--- src/rtl/olde_pkg.sv ---
// Shared types, codes and the control store of the ordered list engine.
package olde_pkg;

  localparam int DEPTH  = 16;
  localparam int SLOT_W = $clog2(DEPTH);
  localparam int CNT_W  = $clog2(DEPTH + 1);
  localparam int STEP_W = 5;

  localparam logic [2:0] OP_INS_FRONT = 3'd0;
  localparam logic [2:0] OP_INS_BACK  = 3'd1;
  localparam logic [2:0] OP_REM_MATCH = 3'd2;
  localparam logic [2:0] OP_REM_BACK  = 3'd3;
  localparam logic [2:0] OP_REM_FRONT = 3'd4;
  localparam logic [2:0] OP_LENGTH    = 3'd5;

  localparam logic [1:0] ST_DONE     = 2'd0;
  localparam logic [1:0] ST_FULL     = 2'd1;
  localparam logic [1:0] ST_EMPTY    = 2'd2;
  localparam logic [1:0] ST_NOTFOUND = 2'd3;

  localparam logic [2:0] ACT_NONE       = 3'd0;
  localparam logic [2:0] ACT_PUSH_FRONT = 3'd1;
  localparam logic [2:0] ACT_PUSH_BACK  = 3'd2;
  localparam logic [2:0] ACT_POP_FRONT  = 3'd3;
  localparam logic [2:0] ACT_DEC_COUNT  = 3'd4;
  localparam logic [2:0] ACT_CLR_SCAN   = 3'd5;
  localparam logic [2:0] ACT_SCAN       = 3'd6;

  localparam logic [2:0] COND_NEVER = 3'd0;
  localparam logic [2:0] COND_FULL  = 3'd1;
  localparam logic [2:0] COND_EMPTY = 3'd2;
  localparam logic [2:0] COND_MORE  = 3'd3;
  localparam logic [2:0] COND_FOUND = 3'd4;

  localparam logic [STEP_W-1:0] S_IDLE      = 5'd0;
  localparam logic [STEP_W-1:0] S_IF_CHK    = 5'd1;
  localparam logic [STEP_W-1:0] S_IF_DO     = 5'd2;
  localparam logic [STEP_W-1:0] S_IB_CHK    = 5'd3;
  localparam logic [STEP_W-1:0] S_IB_DO     = 5'd4;
  localparam logic [STEP_W-1:0] S_RM_CHK    = 5'd5;
  localparam logic [STEP_W-1:0] S_RM_SCAN   = 5'd6;
  localparam logic [STEP_W-1:0] S_RM_TEST   = 5'd7;
  localparam logic [STEP_W-1:0] S_RM_MISS   = 5'd8;
  localparam logic [STEP_W-1:0] S_RM_DO     = 5'd9;
  localparam logic [STEP_W-1:0] S_RB_CHK    = 5'd10;
  localparam logic [STEP_W-1:0] S_RB_DO     = 5'd11;
  localparam logic [STEP_W-1:0] S_RF_CHK    = 5'd12;
  localparam logic [STEP_W-1:0] S_RF_DO     = 5'd13;
  localparam logic [STEP_W-1:0] S_LEN       = 5'd14;
  localparam logic [STEP_W-1:0] S_REFUSE    = 5'd15;
  localparam logic [STEP_W-1:0] S_EMPTY_ERR = 5'd16;

  typedef struct packed {
    logic [2:0]         op;
    logic signed [31:0] value;
  } item_t;

  typedef struct packed {
    logic [1:0]       status;
    logic [CNT_W-1:0] list_length;
  } result_t;

  typedef struct packed {
    logic [2:0] act;
    logic       emit;
    logic [1:0] status;
  } dp_ctl_t;

  typedef struct packed {
    logic [2:0]        cond;
    logic [STEP_W-1:0] target;
    dp_ctl_t           ctl;
  } uword_t;

  typedef struct packed {
    logic full;
    logic empty;
    logic more;
    logic found;
  } dp_flags_t;

  function automatic uword_t mk(input logic [2:0] cond, input logic [STEP_W-1:0] target,
                                input logic [2:0] act, input logic emit,
                                input logic [1:0] status);
    uword_t w;
    w.cond       = cond;
    w.target     = target;
    w.ctl.act    = act;
    w.ctl.emit   = emit;
    w.ctl.status = status;
    return w;
  endfunction

  function automatic uword_t ucode(input logic [STEP_W-1:0] step);
    uword_t w;
    unique case (step)
      S_IF_CHK:    w = mk(COND_FULL,  S_REFUSE,    ACT_NONE,       1'b0, ST_DONE);
      S_IF_DO:     w = mk(COND_NEVER, S_IDLE,      ACT_PUSH_FRONT, 1'b1, ST_DONE);
      S_IB_CHK:    w = mk(COND_FULL,  S_REFUSE,    ACT_NONE,       1'b0, ST_DONE);
      S_IB_DO:     w = mk(COND_NEVER, S_IDLE,      ACT_PUSH_BACK,  1'b1, ST_DONE);
      S_RM_CHK:    w = mk(COND_EMPTY, S_EMPTY_ERR, ACT_CLR_SCAN,   1'b0, ST_DONE);
      S_RM_SCAN:   w = mk(COND_MORE,  S_RM_SCAN,   ACT_SCAN,       1'b0, ST_DONE);
      S_RM_TEST:   w = mk(COND_FOUND, S_RM_DO,     ACT_NONE,       1'b0, ST_DONE);
      S_RM_MISS:   w = mk(COND_NEVER, S_IDLE,      ACT_NONE,       1'b1, ST_NOTFOUND);
      S_RM_DO:     w = mk(COND_NEVER, S_IDLE,      ACT_DEC_COUNT,  1'b1, ST_DONE);
      S_RB_CHK:    w = mk(COND_EMPTY, S_EMPTY_ERR, ACT_NONE,       1'b0, ST_DONE);
      S_RB_DO:     w = mk(COND_NEVER, S_IDLE,      ACT_DEC_COUNT,  1'b1, ST_DONE);
      S_RF_CHK:    w = mk(COND_EMPTY, S_EMPTY_ERR, ACT_NONE,       1'b0, ST_DONE);
      S_RF_DO:     w = mk(COND_NEVER, S_IDLE,      ACT_POP_FRONT,  1'b1, ST_DONE);
      S_LEN:       w = mk(COND_NEVER, S_IDLE,      ACT_NONE,       1'b1, ST_DONE);
      S_REFUSE:    w = mk(COND_NEVER, S_IDLE,      ACT_NONE,       1'b1, ST_FULL);
      S_EMPTY_ERR: w = mk(COND_NEVER, S_IDLE,      ACT_NONE,       1'b1, ST_EMPTY);
      default:     w = mk(COND_NEVER, S_IDLE,      ACT_NONE,       1'b0, ST_DONE);
    endcase
    return w;
  endfunction

  function automatic logic [STEP_W-1:0] dispatch(input logic [2:0] op);
    logic [STEP_W-1:0] s;
    unique case (op)
      OP_INS_FRONT: s = S_IF_CHK;
      OP_INS_BACK:  s = S_IB_CHK;
      OP_REM_MATCH: s = S_RM_CHK;
      OP_REM_BACK:  s = S_RB_CHK;
      OP_REM_FRONT: s = S_RF_CHK;
      default:      s = S_LEN;
    endcase
    return s;
  endfunction

endpackage

--- src/rtl/olde_sequencer.sv ---
// Step counter and conditional branching over the control store.
module olde_sequencer (
  input  logic                                clk,
  input  logic                                rst,
  input  logic                                start,
  input  logic [2:0]                          op,
  input  olde_pkg::dp_flags_t                 flags,
  output logic                                busy,
  output olde_pkg::dp_ctl_t                   ctl
);

  logic [olde_pkg::STEP_W-1:0] step;
  logic [olde_pkg::STEP_W-1:0] step_next;
  olde_pkg::uword_t            word;
  logic                        take;

  always_comb begin
    word = olde_pkg::ucode(step);
    ctl  = word.ctl;
    busy = (step != olde_pkg::S_IDLE);
    unique case (word.cond)
      olde_pkg::COND_FULL:  take = flags.full;
      olde_pkg::COND_EMPTY: take = flags.empty;
      olde_pkg::COND_MORE:  take = flags.more;
      olde_pkg::COND_FOUND: take = flags.found;
      default:              take = 1'b0;
    endcase
    priority if (step == olde_pkg::S_IDLE) begin
      step_next = start ? olde_pkg::dispatch(op) : olde_pkg::S_IDLE;
    end else if (word.ctl.emit) begin
      step_next = olde_pkg::S_IDLE;
    end else if (take) begin
      step_next = word.target;
    end else begin
      step_next = step + olde_pkg::STEP_W'(1);
    end
  end

  always_ff @(posedge clk) begin
    if (rst) begin
      step <= olde_pkg::S_IDLE;
    end else begin
      step <= step_next;
    end
  end

endmodule

--- src/rtl/olde_datapath.sv ---
// Slot storage, list pointers, scan registers and the result register.
module olde_datapath (
  input  logic                        clk,
  input  logic                        rst,
  input  logic                        load,
  input  logic signed [31:0]          value,
  input  olde_pkg::dp_ctl_t           ctl,
  output olde_pkg::dp_flags_t         flags,
  output logic                        done,
  output olde_pkg::result_t           result
);

  logic signed [31:0]           ent [olde_pkg::DEPTH];
  logic signed [31:0]           val_r;
  logic [olde_pkg::SLOT_W-1:0]  first_slot;
  logic [olde_pkg::SLOT_W-1:0]  first_slot_next;
  logic [olde_pkg::CNT_W-1:0]   count;
  logic [olde_pkg::CNT_W-1:0]   count_next;
  logic [olde_pkg::CNT_W-1:0]   pos;
  logic [olde_pkg::CNT_W-1:0]   pos_next;
  logic                         found;
  logic                         found_next;
  logic [olde_pkg::SLOT_W-1:0]  rd_slot;
  logic signed [31:0]           rd_data;
  logic                         we;
  logic [olde_pkg::SLOT_W-1:0]  waddr;
  logic signed [31:0]           wdata;

  always_comb begin
    rd_slot         = first_slot + pos[olde_pkg::SLOT_W-1:0];
    rd_data         = ent[rd_slot];
    flags.full      = (count == olde_pkg::CNT_W'(olde_pkg::DEPTH));
    flags.empty     = (count == '0);
    flags.more      = ((pos + olde_pkg::CNT_W'(1)) != count);
    flags.found     = found;
    first_slot_next = first_slot;
    count_next      = count;
    pos_next        = pos;
    found_next      = found;
    we              = 1'b0;
    waddr           = rd_slot - olde_pkg::SLOT_W'(1);
    wdata           = val_r;
    unique case (ctl.act)
      olde_pkg::ACT_PUSH_FRONT: begin
        first_slot_next = first_slot - olde_pkg::SLOT_W'(1);
        count_next      = count + olde_pkg::CNT_W'(1);
        we              = 1'b1;
        waddr           = first_slot - olde_pkg::SLOT_W'(1);
      end
      olde_pkg::ACT_PUSH_BACK: begin
        count_next = count + olde_pkg::CNT_W'(1);
        we         = 1'b1;
        waddr      = first_slot + count[olde_pkg::SLOT_W-1:0];
      end
      olde_pkg::ACT_POP_FRONT: begin
        first_slot_next = first_slot + olde_pkg::SLOT_W'(1);
        count_next      = count - olde_pkg::CNT_W'(1);
      end
      olde_pkg::ACT_DEC_COUNT: begin
        count_next = count - olde_pkg::CNT_W'(1);
      end
      olde_pkg::ACT_CLR_SCAN: begin
        pos_next   = '0;
        found_next = 1'b0;
      end
      olde_pkg::ACT_SCAN: begin
        // Once the match is seen, each later entry moves one slot toward the front.
        we         = found;
        wdata      = rd_data;
        found_next = found | (rd_data == val_r);
        pos_next   = pos + olde_pkg::CNT_W'(1);
      end
      default: begin
      end
    endcase
  end

  always_ff @(posedge clk) begin
    if (we) begin
      ent[waddr] <= wdata;
    end
    if (load) begin
      val_r <= value;
    end
    pos                <= pos_next;
    found              <= found_next;
    result.status      <= ctl.status;
    result.list_length <= count_next;
  end

  always_ff @(posedge clk) begin
    if (rst) begin
      first_slot <= '0;
      count      <= '0;
      done       <= 1'b0;
    end else begin
      first_slot <= first_slot_next;
      count      <= count_next;
      done       <= ctl.emit;
    end
  end

endmodule

--- src/rtl/ordered_list_deque_engine_unit.sv ---
// Top level of the ordered list engine: control sequencer and list datapath.
// The scan of remove by value visits one stored entry per cycle through the single read port.
// A new transfer is taken in the cycle the done strobe is shown; results cannot be stalled.
// Synchronous reset empties the list; slot contents stay undefined until written.
module ordered_list_deque_engine_unit (
  input  logic                clk,
  input  logic                rst,
  input  logic                start,
  input  olde_pkg::item_t     item,
  output logic                busy,
  output logic                done,
  output olde_pkg::result_t   result
);

  olde_pkg::dp_ctl_t   ctl;
  olde_pkg::dp_flags_t flags;
  logic                load;

  assign load = start & ~busy;

  olde_sequencer u_seq (
    .clk   (clk),
    .rst   (rst),
    .start (start),
    .op    (item.op),
    .flags (flags),
    .busy  (busy),
    .ctl   (ctl)
  );

  olde_datapath u_dp (
    .clk    (clk),
    .rst    (rst),
    .load   (load),
    .value  (item.value),
    .ctl    (ctl),
    .flags  (flags),
    .done   (done),
    .result (result)
  );

endmodule
--- config.mk ---
export PLATFORM = sky130hd
export DESIGN_NAME = ordered_list_deque_engine_unit
export DESIGN_NICKNAME = d
export VERILOG_FILES = /design/src/rtl/olde_pkg.sv /design/src/rtl/olde_sequencer.sv /design/src/rtl/olde_datapath.sv /design/src/rtl/ordered_list_deque_engine_unit.sv
export SDC_FILE = /design/constraint.sdc
export NUM_CORES = 1
export LEC_CHECK = 0
export BUFFER_PORTS_ARGS = -buffer_cell sky130_fd_sc_hd__buf_2
export CAP_MARGIN = 20
export CORE_ASPECT_RATIO = 0.5
export CORE_UTILIZATION = 59
export CTS_BUF_LIST = sky130_fd_sc_hd__clkbuf_8
export DETAILED_ROUTE_END_ITERATION = 10
export GPL_ROUTABILITY_DRIVEN = 0
export PLACE_DENSITY_LB_ADDON = 0.05
export RECOVER_POWER = 50
export SETUP_SLACK_MARGIN = 0.02
export SLEW_MARGIN = 5
export SYNTH_ARGS = -nofsm -noshare
export SYNTH_HDL_FRONTEND = slang
export SYNTH_SLANG_ARGS = --single-unit
export TNS_END_PERCENT = 50
--- constraint.sdc ---
create_clock -name clk -period 4 [get_ports clk]
set_clock_uncertainty 0.1 [all_clocks]
set_input_delay 0.2 -clock clk [delete_from_list [all_inputs] [get_ports clk]]
set_output_delay 0.2 -clock clk [all_outputs]
set_load 0.01 [all_outputs]
==> impl_metrics.env <==
export IMPL_cts_max_path_buffers=3
export IMPL_cts_sinks=572
export IMPL_p_total_mw=15.0
export IMPL_path_cells="ha_4 > fa_4 > buf_12 > clkbuf_16 > clkbuf_1 > mux4_2 > mux2i_1 > nand2_1 > o21ai_0 > o21ai_0 > o2111a_1 > nand4_1 > nand2_1"
export IMPL_vias=13500
export IMPL_grt_pass1_vias=13100
export IMPL_synth_async_reset_ratio_pct=0
export IMPL_worstSetupStartpointType="register"
export IMPL_hp_class="in2reg"
export IMPL_r2r_cells=13
export IMPL_critPathKind="reg2reg"
export IMPL_postRouteAntennaNets=0
export IMPL_path_depth=13
export IMPL_synth_most_common_cell="edfxtp_1"
export IMPL_dpl_hpwl_mm=34.8
export IMPL_p_int_mw=10.6
export IMPL_syn_num_nets=1411
export IMPL_avgRoutedWirePerCell_um=26.8
export IMPL_r2r_start="u_dp.pos[0]"
export IMPL_maxCapViolCount=1
export IMPL_nNetsFinal=1641
export IMPL_dieHeight_um=145
export IMPL_max_slew_margin_pct=-6.73
export IMPL_status="finished with violations"
export IMPL_power_density_nw_per_um2=540
export IMPL_synthTopCellsByCount="edfxtp_1, mux4_2, nor2_1"
export IMPL_cp_startpoint="u_dp.pos[0]"
export IMPL_grt_max_degree=35
export IMPL_path_max_fanout=13
export IMPL_path_clk_slew_ns=0.07
export IMPL_synth_edf_count=550
export IMPL_synth_distinct_cells=68
export IMPL_clk_latency_ns=0.64
export IMPL_ys_flop_type="edfxtp_1"
export IMPL_ys_ff_latch=572
export IMPL_slowest_delay_ns=0.87
export IMPL_ios=47
export IMPL_finalHoldViolations=0
export IMPL_ir_worst_vdd_uv=298
export IMPL_r2r_setup_slack_ns=0.15
export IMPL_area_growth_syn_to_layout_pct=15.3
export IMPL_timing_hold_ws_ns=0.158
export IMPL_drtIter0Drc=1361
export IMPL_critical_path_buf_inv_count=3
export IMPL_pwr_share_comb_pct=22.6
export IMPL_h_tree_depth=3
export IMPL_syn_avg_cell_area_sq_um=17.8
export IMPL_pwr_share_clk_pct=29.9
export IMPL_die_x_um=287
export IMPL_dieArea_sq_um=41600
export IMPL_arrival_ns=4.16
export IMPL_rsz0062_at_grt="no"
export IMPL_io_buffers=46
export IMPL_antenna_found_initial=0
export IMPL_synth_area_top_cells="edfxtp_1, mux4_2, mux2i_1, dfxtp_1, nor2_1"
export IMPL_end_kind="register"
export IMPL_cts_tree="built"
export IMPL_syn_instance_count=1350
export IMPL_grt_pass1_wl_mm=84.0
export IMPL_maxSlewViolCount=23
export IMPL_synth_top_area_share_pct=68.8
export IMPL_syn_area_sq_um=24000
export IMPL_crit_required_ns=4.30
export IMPL_cp_top_family="adder cells"
export IMPL_regToRegEndpoint="u_dp.found"
export IMPL_layout_min_cycle_time_ns=3.85
export IMPL_yosys_area_top_type="edfxtp_1"
export IMPL_drc=0
export IMPL_crit_slowest_cell="fa_4"
export IMPL_seqPwrFrac_pct=47.5
export IMPL_swShare_pct=29.0
export IMPL_dp_slack_ns=-0.0845
export IMPL_ys_warnings_count=0
export IMPL_violations="capacitance limit, slew limit"
export IMPL_drt_pass1_iter_count=5
export IMPL_setup_ws_ns=0.146
export IMPL_fp_row_count=51
export IMPL_cellLeakagePower_nw=9.57
export IMPL_ys_seq_area_share_pct=70.6
export IMPL_worst_pin_slew_ns=1.60
export IMPL_crit_end="u_dp.found"
export IMPL_coreArea_sq_um=39500
export IMPL_drive_gt1_share_pct=23.3
export IMPL_p_sw_mw=4.35
export IMPL_start_util_pct=60.8
export IMPL_grt_usage_pct=28.7
export IMPL_period_share_pct=96.3
export IMPL_numCtsBuffers=78
export IMPL_vias_per_cell=6.20
export IMPL_setup_violations=0
export IMPL_wl_mm=58.1
export IMPL_insertedDiodeCount=0
export IMPL_setup_tns_ns=0
export IMPL_fmax_mhz=260
export IMPL_grt_ovfl_total=0
export IMPL_cts_root_buf="clkbuf_8"
cell type report:
type	instances	area, sq um
Inverter	19	71.3
Clock inverter	62	439
Multi-Input combinational cell	698	6630
Timing Repair Buffer	211	1830
Clock buffer	80	1100
Fill cell	2543	11800
Sequential cell	572	17000
Tap cell	530	663
worst register-to-register path, cell delays in order (launching register included):
cell and delay [ns]:
edfxtp_1 0.45, ha_4 0.20, fa_4 0.87, buf_12 0.17, clkbuf_16 0.21, clkbuf_1 0.24, mux4_2 0.35, mux2i_1 0.38
nand2_1 0.14, o21ai_0 0.09, o21ai_0 0.13, o2111a_1 0.18, nand4_1 0.08, nand2_1 0.05
flip-flops by register name, summed over array words and instances, names as in the netlist:
signal and cells:
u_dp.ent 512, u_dp.pos 5, u_dp.count 5, u_dp.val_r 32
u_dp.first_slot 4, u_seq.step 5, u_dp.result 7, u_dp.found 1
u_dp.done 1
logic make-up after synthesis:
logic type | Yosys count | share of synthesized area, %
AOI/OAI and AO/OA | 139 | 3.80
xor gates and xnor gates | 64 | 2.41
buffers and inverters | 80 | 2.18
and+or+nand+nor | 257 | 4.79
muxes | 215 | 14.9
DFF | 572 | 70.6
adders and majority gates | 23 | 1.29
metal layers:
| layer | vias to the layer above | GRT usage, % | wire length, um |
|---|---|---|---|
| met5 | - | 0 | 0 |
| met4 | 0 | 7.19 | 916 |
| met3 | 90 | 5.03 | 5090 |
| met2 | 668 | 44.4 | 26700 |
| met1 | 6890 | 42.9 | 25400 |
| li1 | 5813 | - | - |
power by group through the flow:
stage	registers [mW]	clock network, mW	logic [mW]
2_1_floorplan	7.21	0	2.15
3_5_place_dp	7.23	0	3.32
6_report	7.11	4.48	3.38
3_3_place_gp	7.22	0	3.24
5_1_grt	7.13	4.80	3.60
4_1_cts	7.10	4.55	3.36
what timing repair did:
action                                  CTS  global route
hold endpoints to repair                 47             0
pin swaps                                 0             3
gates resized for setup                   2             3
hold buffers                             38             0
endpoints found under the setup margin   32             1
setup buffers                             0             7
gates cloned                              0             1
layout by cell type, fill, tap and decap left out, drive strengths merged, types with 20 or more instances in the layout:
master / count
mux4: 110
o21ai: 51
dlygate4sd3: 38
dfxtp: 22
mux2i: 90
xor2: 26
ha: 20
nand3: 27
a21oi: 33
buf: 121
nand2: 80
clkbuf: 132
edfxtp: 550
xnor2: 38
clkinv: 34
nor2: 97
inv: 39
worst min path at each step:
stage             start        endpoint  slack (ns)  cells after the start
2_1_floorplan       rst   u_dp.count[0]        0.17                      1
3_5_place_dp   item[10]  u_dp.val_r[10]        0.28                      1
5_1_grt        item[23]  u_dp.val_r[23]        0.12                      2
3_3_place_gp   item[13]  u_dp.val_r[13]        0.28                      1
4_1_cts        item[23]  u_dp.val_r[23]        0.11                      2
6_report       item[29]  u_dp.val_r[29]        0.16                      2
through the flow:
stage,util (%),cell area (sq um),cells
global placement,65.5,25900,1981
detailed placement,65.6,25900,1984
CTS,70.4,27800,2164
finish,70.1,27700,2172
global route,70.1,27700,2172
floorplan,-,24000,1350
(Power assumes the default switching activity.)
